==> config.mk <==
export PLATFORM = sky130hd
export DESIGN_NAME = rcd_out_reg
export DESIGN_NICKNAME = d
export VERILOG_FILES = /design/src/rcd_pkg.sv /design/src/rcd_out_reg.sv
export SDC_FILE = /design/constraint.sdc
export NUM_CORES = 1
export LEC_CHECK = 0
export CORE_MARGIN = 5
export CORE_UTILIZATION = 35
export CTS_CLUSTER_DIAMETER = 60
export DETAILED_ROUTE_END_ITERATION = 10
export DONT_BUFFER_PORTS = 1
export PLACE_DENSITY = 0.55
export SLEW_MARGIN = 10
export SYNTH_ARGS = -nofsm -noshare
export SYNTH_HDL_FRONTEND = slang
export SYNTH_SLANG_ARGS = --single-unit
==> constraint.sdc <==
create_clock -name clk -period 13.7 [get_ports clk]
set_clock_uncertainty 0.1 [all_clocks]
set_input_delay 2.055 -clock clk [delete_from_list [all_inputs] [get_ports clk]]
set_output_delay 2.055 -clock clk [all_outputs]
set_load 0.05 [all_outputs]
==> src/rcd_pkg.sv <==
// ----------------------------------------------------------------------------
// rcd_pkg
// shared types and constants of the chunk stream deframer
// ----------------------------------------------------------------------------
package rcd_pkg;

  localparam int STREAM_SLOTS = 8;
  localparam int SLOT_W = (STREAM_SLOTS > 1) ? $clog2(STREAM_SLOTS) : 1;

  localparam logic [2:0] PH_BASIC       = 3'd0;
  localparam logic [2:0] PH_BASIC_ONE   = 3'd1;
  localparam logic [2:0] PH_BASIC_TWO_A = 3'd2;
  localparam logic [2:0] PH_BASIC_TWO_B = 3'd3;
  localparam logic [2:0] PH_MSG_HDR     = 3'd4;
  localparam logic [2:0] PH_EXT         = 3'd5;
  localparam logic [2:0] PH_PAYLOAD     = 3'd6;

  localparam logic [1:0] ERR_NONE    = 2'd0;
  localparam logic [1:0] ERR_UNKNOWN = 2'd1;
  localparam logic [1:0] ERR_FULL    = 2'd2;

  localparam logic [23:0] TS_MARKER = 24'hFFFFFF;
  localparam logic [16:0] CHUNK_MIN = 17'd128;
  localparam logic [16:0] CHUNK_MAX = 17'd65536;

  localparam logic [7:0] MT_SET_CHUNK = 8'd1;
  localparam logic [7:0] MT_ABORT     = 8'd2;

  // one result word
  typedef struct packed {
    logic [7:0]  payload_byte;
    logic        has_byte;
    logic [16:0] chunk_stream_id;
    logic [31:0] message_stream_id;
    logic [7:0]  message_type;
    logic [31:0] message_timestamp;
    logic [23:0] message_length;
    logic        last_of_message;
    logic [1:0]  error_code;
  } result_t;

  typedef struct packed {
    logic        valid;
    logic [16:0] sid;
    logic [31:0] ts;
    logic [31:0] delta;
    logic [23:0] len;
    logic [7:0]  mtype;
    logic [31:0] msid;
    logic        ext;
    logic [23:0] rem;
  } slot_t;

endpackage

==> src/rcd_out_reg.sv <==
// ----------------------------------------------------------------------------
// rcd_out_reg
// result register with skid stage, full throughput valid/ready
// ----------------------------------------------------------------------------
module rcd_out_reg (
  input  logic             clk,
  input  logic             rst_n,
  input  logic             push,
  input  rcd_pkg::result_t push_data,
  output logic             can_push,
  output logic             out_valid,
  input  logic             out_ready,
  output rcd_pkg::result_t out_data
);
  import rcd_pkg::*;

  logic    main_vld_r, skid_vld_r;
  result_t main_r, skid_r;

  assign can_push  = !skid_vld_r;
  assign out_valid = main_vld_r;
  assign out_data  = main_r;

  always_ff @(posedge clk) begin
    if (!rst_n) begin
      main_vld_r <= 1'b0;
      skid_vld_r <= 1'b0;
    end else begin
      if (!main_vld_r || out_ready) begin
        if (skid_vld_r) begin
          main_r     <= skid_r;
          main_vld_r <= 1'b1;
          skid_vld_r <= 1'b0;
          if (push) begin
            skid_r     <= push_data;
            skid_vld_r <= 1'b1;
          end
        end else begin
          main_vld_r <= push;
          if (push) main_r <= push_data;
        end
      end else if (push) begin
        skid_r     <= push_data;
        skid_vld_r <= 1'b1;
      end
    end
  end

  assert property (@(posedge clk) disable iff (!rst_n) skid_vld_r |-> main_vld_r)
    else $error("skid full with empty main");
  assert property (@(posedge clk) disable iff (!rst_n)
    (main_vld_r && !out_ready) |=> main_vld_r)
    else $error("result lost");
  assert property (@(posedge clk) disable iff (!rst_n) push |-> can_push)
    else $error("push into full skid");

endmodule

# After elaboration in Yosys (flattened, before gate mapping)
# Cells that the tools add are included.
# totals
ff_bits	252
latchBits	0
mem_bits_rw	0
rom_bits	0
input_bits	129
out_inout_bits	127
wordCells	38
mem_count	0
# op_classes
n_addsub	0
n_mul	0
div	0
magnitude_cmp	0
n_eq_ne	1
shifts	0
n_mux	10
bitwise	0
reduce_logical	7
# ops
cell	count
$mux W125	5
$mux W1	5
$reduce_bool A2 Y1	2
$reduce_and A3 Y1	1
$logic_not A1 Y1	2
$ne A2 B2 Y1 const B	1
$reduce_and A2 Y1	1
$logic_or A1 B1 Y1	1

# Longest topological paths before layout
# Gate-level depths: netlist of run 1.
# logic_depth
word_depth	4
ltp_mapped	5
ltp_nobuf	3

# Least setup slack after synthesis of run 1
# Ideal clock, no wire load.
# synth_path
kind	input-to-reg
startpoint	input port out_ready
endpoint	register skid_r[0] in the netlist's numbering (enable)
setup_time_ps	651
arrival_time_ps	8296
t_required_ps	12949
path_slack_ps	4653
path_stages	2
path_buffers	0
path_cell_list	nand2b_1 > a21oi_1
# synth_via
elab_chain_cells	3
# synth_rtl
item	line	rtl
start: declaration	rcd_out_reg.sv:12	input logic out_ready,
$logic_or A1 B1 Y1	rcd_out_reg.sv:29	if (!main_vld_r || out_ready) begin
$ne A2 B2 Y1 (no line)	n/a	
$reduce_and A2 Y1 (no line)	n/a	
end signal: assignment	rcd_out_reg.sv:35	skid_r <= push_data;
end signal: assignment	rcd_out_reg.sv:43	skid_r <= push_data;
end: declaration	rcd_out_reg.sv:18	result_t main_r, skid_r;
# No other way between the ends.
# A chain may end at the register's enable or synchronous reset.

# Worst setup path after layout of run 1
# layout_path
startpoint	input port out_ready
endpoint	register main_r (netlist bit out_data[51]) (enable)
# layout_via
elab_chain_cells	2
# layout_rtl
item	line	rtl
$logic_or A1 B1 Y1	rcd_out_reg.sv:29	
$reduce_and A3 Y1 (no line)	n/a	
end signal: assignment	rcd_out_reg.sv:31	main_r <= skid_r;
end signal: assignment	rcd_out_reg.sv:40	if (push) main_r <= push_data;
end: declaration	rcd_out_reg.sv:18	
# No other way between the ends.

==> results of run 1 <==
[placed cells by master, fill, tap and decap left out]
master      count
inv_1           1
o21ai_0         1
clkbuf_16      29
bufinv_16       2
clkbuf_1        2
and3b_4         1
mux2_2        125
nand2b_1        1
nand2_1         2
buf_4           4
inv_6           1
edfxtp_1      250
clkinv_1       10
a21boi_0        1
clkinvlp_4      1
dfxtp_1         1
clkinv_2        6
a21oi_4         1
dfxtp_4         1
nor2_1          1
and2_1          1
[worst paths after layout]
| check | slack (ns) | startpoint | cells after the start | end |
|---|---|---|---|---|
| hold / removal | 0.44 | skid_r[42] | 1 | out_data[42] |
| hold reg to reg | 0.44 | skid_r[42] | 1 | out_data[42] |
| setup / recovery | 9.68 | out_ready | 3 | out_data[51] |
| setup reg to reg | 10.28 | skid_vld_r | 4 | skid_r[50] |
[cell families after synthesis]
kind of cell | after synthesis | share of synthesized area, %
AOI/OAI and AO/OA | 3 | 0.191
buffers and inverters | 15 | 1.72
DFF | 252 | 82.4
muxes | 125 | 15.4
and+or+nand+nor | 6 | 0.355
[metrics by stage]
stage / instances / hold WS, ns / worst slack (ns)
after global routing: 777 / 0.460 / 9.54
after detailed placement: 726 / 0.432 / 9.12
after floorplan: 401 / 0.423 / 4.65
after global placement: 726 / 0.427 / 9.22
final: 777 / 0.436 / 9.68
after CTS: 777 / 0.439 / 9.68
[per-layer routing]
metal | GRT usage, % | up-vias
li1 | - | 1646
met1 | 12.8 | 1865
met2 | 18.3 | 170
met3 | 6.21 | 30
met4 | 3.14 | 0
met5 | 0 | -
[worst max-delay path, delay by kind of cell]
family	cells	cell delay, ns
simple gates	2	1.01
buf+inv	1	0.81
[state kept, by name, summed over array words and instances, names as in the netlist]
name and cells:
out_data 125, skid_vld_r 1, out_valid 1, skid_r 125
[area by class of cell]
class	count	area (sq um)
fill	2298	15600
sequential	252	7550
multi-input combinational	134	1470
clock buffer	31	733
tap	335	419
clock inverter	20	144
timing repair buffer	4	30.0
inverter	1	3.75
[report_power, final]
group,internal [W],switching [W],leakage [nW]
sequential,0.000884,0.0000747,2.32
clock,0.000420,0.000287,0.432
combinational,0.0000218,0.0000233,0.489
==> impl_metrics.toml, run 1 <==
[outcome]
status = "finished clean"

[route]
ant_nets = 0
drt_iter0_markers = 241
dr_wl_met2_um = 8740
wl_per_cell_um = 22.8
wl_met1_um = 6270
topRoutingLayerUsed = "met4"
routed_via_density = 4.78
route.detailed.drc = 0
dr.pass1.iters = 4
dr_wl_met3_um = 2340
vias = 3711
wl_um = 17700

[synth]
syn-cell-area_sq_mm = 0.00916
synth.most_common_cell = "edfxtp_1"
synth.top_cells.by_count = "edfxtp_1 (250), mux2_2 (125), buf_6 (13), dfxtp_1 (2), nand2_1 (2)"
synthTopCellsByArea = "edfxtp_1 (82%), mux2_2 (15%), buf_6 (1.6%), dfxtp_1 (0.44%), and3b_1 (0.096%)"
yosysUniqueCellTypes = 14
async_reset_ff_share_pct = 0
ys_ff_latch = 252
synth-main-ff-cell = "edfxtp_1"
synth_edf_count = 250
syn_area_per_cell_sq_um = 22.8
synth_nets = 530
yosysSeqAreaShare_pct = 82.4
synth_cells = 401
synth_top_area_share_pct = 81.9
synth_warnings = 0
yosysTopAreaCell = "edfxtp_1"

[floorplanning]
start_util_pct = 35.4
rows = 59
die_h_um = 172
die-area_sq_mm = 0.0295
chipWidth_um = 172
num_io_pins = 256
fp.coreArea_sq_mm = 0.0259

[clock_tree]
clkSlewWorstSetupHoldPaths_ns = 0.06
clock_latency_ns = 0.52
post_cts_buffers = 0
cts-root-buf = "clkbuf_16"
cts_buffers = 28
clock_path_buffers = 3
post_cts_resized = 0
htreeDepth = 1
clkSinkCount = 252
hold_buffers = 0
cts_tree = "built"

[setup_path]
max_stage_delay_ns = 0.82
criticalPathCategory = "in2reg"
required_ns = 13.74
crit_path_start_kind = "input port"
crit_path_cell_trace = "nand2b_1 > and3b_4 > buf_4"
setup.worst_path.end_class = "flip-flop"
cp_slowest_cell = "and3b_4"
crit_arrival_ns = 4.05
critPathMaxFanout = 69

[layout]
final_nets = 550
final_area_sq_mm = 0.0104
area_growth_pct = 13.0
diodes = 0
layout-drive-gt1-share_pct = 38.7
fin_util_pct = 40.0

[place]
dp_hpwl_um = 11400
place.port_buffers = 0
gp_congestion = 0.742
dpl-instance-area_sq_mm = 0.00948

[timing]
slew_headroom_pct = 23.0
rsz0062_at_grt = "false"
fmax_mhz = 249
hold_viol_final = 0
setup_viol = 0
fin_crit_sh_pct = 29.3
tightest_slew_ns = 1.15
fin_crit_ns = 4.02
final.setup.tns_ns = 0
final_max_slew_viol_count = 0

[power]
p_total_w = 0.00171
max-vdd-ir-drop_mv = 0.124
power-per-cell-area_mw_per_mm2 = 165
power.leakage_nw = 3.24

[global_route]
grt_usage_pct = 11.2
grt_pass1_vias = 3966
grt_overflow_total = 0
grt_pass1_wl_um = 25500
grt_max_degree = 83
antenna_found_initial = 0

[flow_run]
cap_violations = 0

[worst_hold_path]
hp-class = "reg2reg"
Power figures use the tool's default switching activity.
==> inputs of run 2 (changes only) <==
--- a/config.mk
+++ b/config.mk
@@ -10,7 +10,7 @@
 export CTS_CLUSTER_DIAMETER = 60
 export DETAILED_ROUTE_END_ITERATION = 10
 export DONT_BUFFER_PORTS = 1
-export PLACE_DENSITY = 0.55
+export PLACE_DENSITY = 0.57
 export SLEW_MARGIN = 10
 export SYNTH_ARGS = -nofsm -noshare
 export SYNTH_HDL_FRONTEND = slang
==> constraint.sdc (replaced) <==
create_clock -name clk -period 3.62 [get_ports clk]
set_clock_uncertainty 0.1 [all_clocks]
set_input_delay 0.543 -clock clk [delete_from_list [all_inputs] [get_ports clk]]
set_output_delay 0.543 -clock clk [all_outputs]
set_load 0.05 [all_outputs]
==> impl_metrics.toml, run 2 (synthesized netlist as in run 1, its figures left out) <==
[setup_path]
rr_startpoint = "out_valid"
required_ns = 3.65
critPathMaxFanout = 125
crit_path_cell_trace = "nand2b_1 > a21oi_4 > buf_12"
r2r_end = "skid_r[2]"
cp_slowest_cell = "dfxtp_1"
crit_path_start_kind = "flip-flop"
timing.critical_path.buf_inv = 1
rrSetupSlack_ns = 1.27
max_stage_delay_ns = 0.65
criticalPathCategory = "reg2reg"
crit_arrival_ns = 2.39
setup.worst_path.end_class = "flip-flop"
critPathTopFamily = "flip-flops"
rr_worst_depth = 3

[route]
ant_nets = 0
routed_via_density = 4.84
route.detailed.drc = 0
vias = 4346
wl_per_cell_um = 22.2
drt_iter0_markers = 288
dr.pass1.iters = 6
wl_um = 19900

[power]
power.switching_w = 0.00145
comb_power_share_pct = 4.6
max-vdd-ir-drop_mv = 0.355
switching_share_pct = 22.3
internal_power_w = 0.00505
clkPwrFrac_pct = 39.7
p_seq_share_pct = 55.7
power.leakage_nw = 3.74
p_total_w = 0.00650
power-per-cell-area_mw_per_mm2 = 561

[global_route]
grt_usage_pct = 12.7
grt_pass1_wl_um = 29200
grt_max_degree = 126
grt_pass1_vias = 4860
antenna_found_initial = 0
grt_overflow_total = 0

[worst_hold_path]
hold_end = "skid_vld_r"
hold_start = "rst_n"
hp-class = "in2reg"
hold_depth = 1

[flow_run]
cap_violations = 0

[layout]
final_cell_mix = "edfxtp_1 (250), mux2_2 (125), dlygate4sd3_1 (125)"
diodes = 0
area_growth_pct = 26.4
final_nets = 674
layout-drive-gt1-share_pct = 29.8
fillers = 2196
final_common_cell = "edfxtp_1"

[timing]
tightest_slew_ns = 0.958
setup_ws_ns = 1.27
slew_headroom_pct = 36.1
rsz0062_at_grt = "false"
hold_viol_final = 0
fin_crit_sh_pct = 65.0
final.setup.tns_ns = 0
setup_viol = 0
final_max_slew_viol_count = 0
whs_ns = 0.0580
fmax_mhz = 425
fin_crit_ns = 2.35

[floorplanning]
die_h_um = 172
start_util_pct = 35.4
die-area_sq_mm = 0.0295
num_io_pins = 256
chipWidth_um = 172
rows = 59
fp.coreArea_sq_mm = 0.0259

[clock_tree]
cts_tree = "built"
cts_buffers = 27
clkSinkCount = 252
clock_latency_ns = 0.52
htreeDepth = 1
cts-root-buf = "clkbuf_16"
clock_path_buffers = 3
clkSlewWorstSetupHoldPaths_ns = 0.06

[outcome]
status = "finished clean"

[place]
place.port_buffers = 0
dp_hpwl_um = 11400
gp_congestion = 0.708
pre_cts_ws_ns = 1.40
## run 2: cell count changes in the layout (fill, tap and decap cells not counted)
cell	before	now
buf_12	0	2
buf_4	4	2
clkbuf_1	2	8
clkbuf_16	29	27
clkbuf_8	0	1
clkinv_1	10	3
clkinv_2	6	4
dlygate4sd3_1	0	125
## run 2: what timing repair did
item,4_1_cts,5_1_grt
buffers inserted,0,0
hold buffers,125,0
endpoints found under the hold margin,125,0
gates resized for setup,0,0
## run 2: how the worst max path moves through the flow
stage / start / to / slack (ns) / cells after the start
2_1_floorplan: skid_vld_r / skid_r[0] / 0.02 / 4
3_5_place_dp: out_valid / skid_r[75] / 1.40 / 3
3_3_place_gp: out_valid / skid_r[74] / 1.46 / 3
6_report: out_valid / skid_r[2] / 1.27 / 3
4_1_cts: out_valid / skid_r[101] / 1.39 / 3
5_1_grt: out_valid / skid_r[106] / 1.28 / 3
## run 2: area by class of cell
class,count,area (sq um),share of cell area [%]
Clock buffer,36,719,6.21
Clock inverter,11,108,0.929
Inverter,1,3.75,0.0324
Multi-Input combinational cell,134,1470,12.7
Sequential cell,252,7550,65.2
Tap cell,335,419,3.62
Timing Repair Buffer,129,1310,11.3
## run 2: power by group through the flow
stage / logic (W) / registers (W) / clock network, W
floorplan: 0.000151 / 0.00367 / 0
global placement: 0.000173 / 0.00368 / 0
detailed placement: 0.000184 / 0.00369 / 0
CTS: 0.000300 / 0.00363 / 0.00266
global route: 0.000318 / 0.00363 / 0.00279
finish: 0.000297 / 0.00362 / 0.00258
## run 2: worst reg2reg max path, delay by kind of cell (launching register included)
family | cells | cell delay (ns)
AND/OR/NAND/NOR | 1 | 0.25
flip-flops | 1 | 0.65
buffers and inverters | 1 | 0.39
AO/OA/AOI/OAI | 1 | 0.22
## run 2: through the flow
stage          area (sq um)  util [%]  instances
2_1_floorplan          9180         -        401
4_1_cts               11600      44.7        898
5_1_grt               11600      44.7        898
6_report              11600      44.7        898
3_5_place_dp           9500      36.7        726
3_3_place_gp           9500      36.7        726
## run 2: metal layers
layer | up-vias | part of all wire, % | GRT usage, %
li1 | 1889 | - | -
met1 | 2211 | 36 | 15.0
met2 | 201 | 50 | 21.2
met3 | 45 | 11 | 5.17
met4 | 0 | 3.1 | 4.58
met5 | - | 0 | 0
==> inputs of run 3 (changes only) <==
--- a/config.mk
+++ b/config.mk
@@ -5,6 +5,7 @@
 export SDC_FILE = /design/constraint.sdc
 export NUM_CORES = 1
 export LEC_CHECK = 0
+export ABC_AREA = 1
 export CORE_MARGIN = 5
 export CORE_UTILIZATION = 35
 export CTS_CLUSTER_DIAMETER = 60
==> constraint.sdc (replaced) <==
create_clock -name clk -period 2.1 [get_ports clk]
set_clock_uncertainty 0.1 [all_clocks]
set_input_delay 0.315 -clock clk [delete_from_list [all_inputs] [get_ports clk]]
set_output_delay 0.315 -clock clk [all_outputs]
set_load 0.05 [all_outputs]
==> impl_metrics.toml, run 3 <==
[outcome]
status = "finished clean"

[power]
power.leakage_nw = 4.44
p_seq_share_pct = 54.5
clkPwrFrac_pct = 40.8
internal_power_w = 0.00884
switching_share_pct = 22.7
power-per-cell-area_mw_per_mm2 = 975
comb_power_share_pct = 4.6
power.switching_w = 0.00260
max-vdd-ir-drop_mv = 0.773

[flow_run]
cap_violations = 0

[route]
route.detailed.drc = 0
routed_via_density = 4.53
wl_um = 20200
ant_nets = 0
vias = 5255
dr.pass1.iters = 4
wl_per_cell_um = 17.4
drt_iter0_markers = 324

[timing]
slew_headroom_pct = 55.0
fin_crit_ns = 1.94
rsz0062_at_grt = "false"
final_max_slew_viol_count = 0
fin_crit_sh_pct = 92.2
tightest_slew_ns = 0.675
fmax_mhz = 517
setup_viol = 0
final.setup.tns_ns = 0
setup_ws_ns = 0.164
hold_viol_final = 0

[synth]
synth_edf_count = 250
yosysUniqueCellTypes = 11
synth.top_cells.by_count = "nand2_1 (380), edfxtp_1 (250), buf_2 (16), clkbuf_1 (8), inv_1 (4)"
synth_cells = 670
synth_warnings = 0
synth.most_common_cell = "nand2_1"
synth_nets = 799
yosysTopAreaCell = "edfxtp_1"
syn_area_per_cell_sq_um = 13.7
syn-cell-area_sq_mm = 0.00915
synth-main-ff-cell = "edfxtp_1"
synth_top_area_share_pct = 82.0
synthTopCellsByArea = "edfxtp_1 (82%), nand2_1 (16%), buf_2 (0.88%), dfxtp_1 (0.44%), clkbuf_1 (0.33%)"
yosysSeqAreaShare_pct = 82.5
ys_ff_latch = 252
async_reset_ff_share_pct = 0

[layout]
layout-drive-gt1-share_pct = 5.69
final_cell_mix = "nand2_1 (379), edfxtp_1 (250), dlygate4sd3_1 (128)"
fillers = 2284
area_growth_pct = 28.3
final_common_cell = "nand2_1"
final_nets = 935
diodes = 0

[setup_path]
max_stage_delay_ns = 0.44
required_ns = 1.68
critPathMaxFanout = 126
setup.worst_path.end_class = "output pin"
critPathTopFamily = "buffers and inverters"
cp_slowest_cell = "buf_12"
rrSetupSlack_ns = 0.18
crit_arrival_ns = 1.52
crit_path_cell_trace = "inv_4 > buf_12"
crit_path_start = "skid_vld_r"
crit_path_start_kind = "flip-flop"
crit_path_end = "can_push"
timing.critical_path.buf_inv = 2
r2r_end = "out_valid"
crit_cells = 2
criticalPathCategory = "reg2out"
rr_worst_depth = 4
rr_startpoint = "skid_vld_r"

[place]
gp_congestion = 0.748
dp_hpwl_um = 12000
pre_cts_ws_ns = 0.449
place.port_buffers = 0

[worst_hold_path]
hp-class = "in2reg"
hold_depth = 5

[clock_tree]
cts-root-buf = "clkbuf_16"
clkSinkCount = 252
clkSlewWorstSetupHoldPaths_ns = 0.06
clock_path_buffers = 3
clock_latency_ns = 0.52
htreeDepth = 1
cts_tree = "built"
cts_buffers = 27

[global_route]
grt_pass1_wl_um = 30200
grt_usage_pct = 13.0
grt_overflow_total = 0
grt_pass1_vias = 5259
grt_max_degree = 127
antenna_found_initial = 0

[floorplanning]
fp.coreArea_sq_mm = 0.0259
die-area_sq_mm = 0.0295
num_io_pins = 256
start_util_pct = 35.3
chipWidth_um = 172
die_h_um = 172
rows = 59
-- run 3: changes by cell type after synthesis, moves of 2 or more --
cell / previous run / this run
mux2_2: 125 / 0
buf_4: 1 / 3
nor2_1: 1 / 3
nand2_1: 2 / 380
buf_2: 0 / 16
clkbuf_1: 0 / 8
inv_1: 1 / 4
buf_6: 13 / 0
-- run 3: layer usage --
metal	share of wire [%]	vias up	GRT usage [%]	wire, um
met5	0	-	0	0
met4	3.1	0	4.27	622
met3	8.1	36	4.50	1650
met2	48	188	21.2	9790
met1	40	2482	16.3	8170
li1	-	2549	-	-
-- run 3: tightest hold or removal path, cell delays in order --
cell	delay, ns
inv_1	0.03
nand2_2	0.12
nand2_1	0.06
nand2_1	0.05
inv_1	0.03
-- run 3: logic make-up (layout without fill, tap and decap cells) --
group | count (synthesis) | after routing | share of synthesized area, %
buf+inv | 32 | 188 | 1.65
simple gates | 383 | 383 | 15.7
compound gates | 3 | 3 | 0.164
flops | 252 | 252 | 82.5
-- run 3: what timing repair did --
action	4_1_cts	5_1_grt
hold buffers	128	0
gates resized for setup	0	0
hold endpoints to repair	252	0
buffers inserted	0	0
-- run 3: how the worst min path moves through the flow --
| stage | from | end | slack (ns) |
|---|---|---|---|
| after floorplan | push_data[0] | skid_r[0] | 0.31 |
| after global placement | push_data[97] | skid_r[97] | 0.31 |
| after detailed placement | push_data[96] | skid_r[96] | 0.31 |
| after CTS | out_ready | skid_vld_r | 0.002 |
| after global routing | out_ready | skid_vld_r | 0.02 |
| final | out_ready | skid_vld_r | 0.02 |
-- run 3: power groups by stage --
stage               sequential [W]  clock, W  combinational, W
floorplan                  0.00632         0          0.000223
CTS                        0.00625   0.00482          0.000541
global placement           0.00635         0          0.000299
detailed placement         0.00635         0          0.000307
global route               0.00625   0.00503          0.000598
finish                     0.00624   0.00467          0.000530
-- run 3: cell type report --
class	count	area [sq um]	area share, %
well taps	335	419	3.57
clock inverters	14	163	1.39
inverters	5	21.3	0.181
repair buffers	134	1400	11.9
clock buffers	35	706	6.01
multi-input cells	386	1470	12.6
flip-flops and latches	252	7550	64.4
-- run 3: metrics by stage --
| step | instance area [sq um] | util (%) | std cells | power, W | hold WS, ns |
|---|---|---|---|---|---|
| 3_3_place_gp | 9590 | 37.0 | 984 | 0.00665 | 0.314 |
| 6_report | 11700 | 45.3 | 1161 | 0.0114 | 0.0236 |
| 4_1_cts | 11700 | 45.3 | 1161 | 0.0116 | 0.00170 |
| 3_5_place_dp | 9590 | 37.0 | 984 | 0.00666 | 0.314 |
| 5_1_grt | 11700 | 45.3 | 1161 | 0.0119 | 0.0187 |
| 2_1_floorplan | 9180 | - | 670 | 0.00654 | 0.314 |
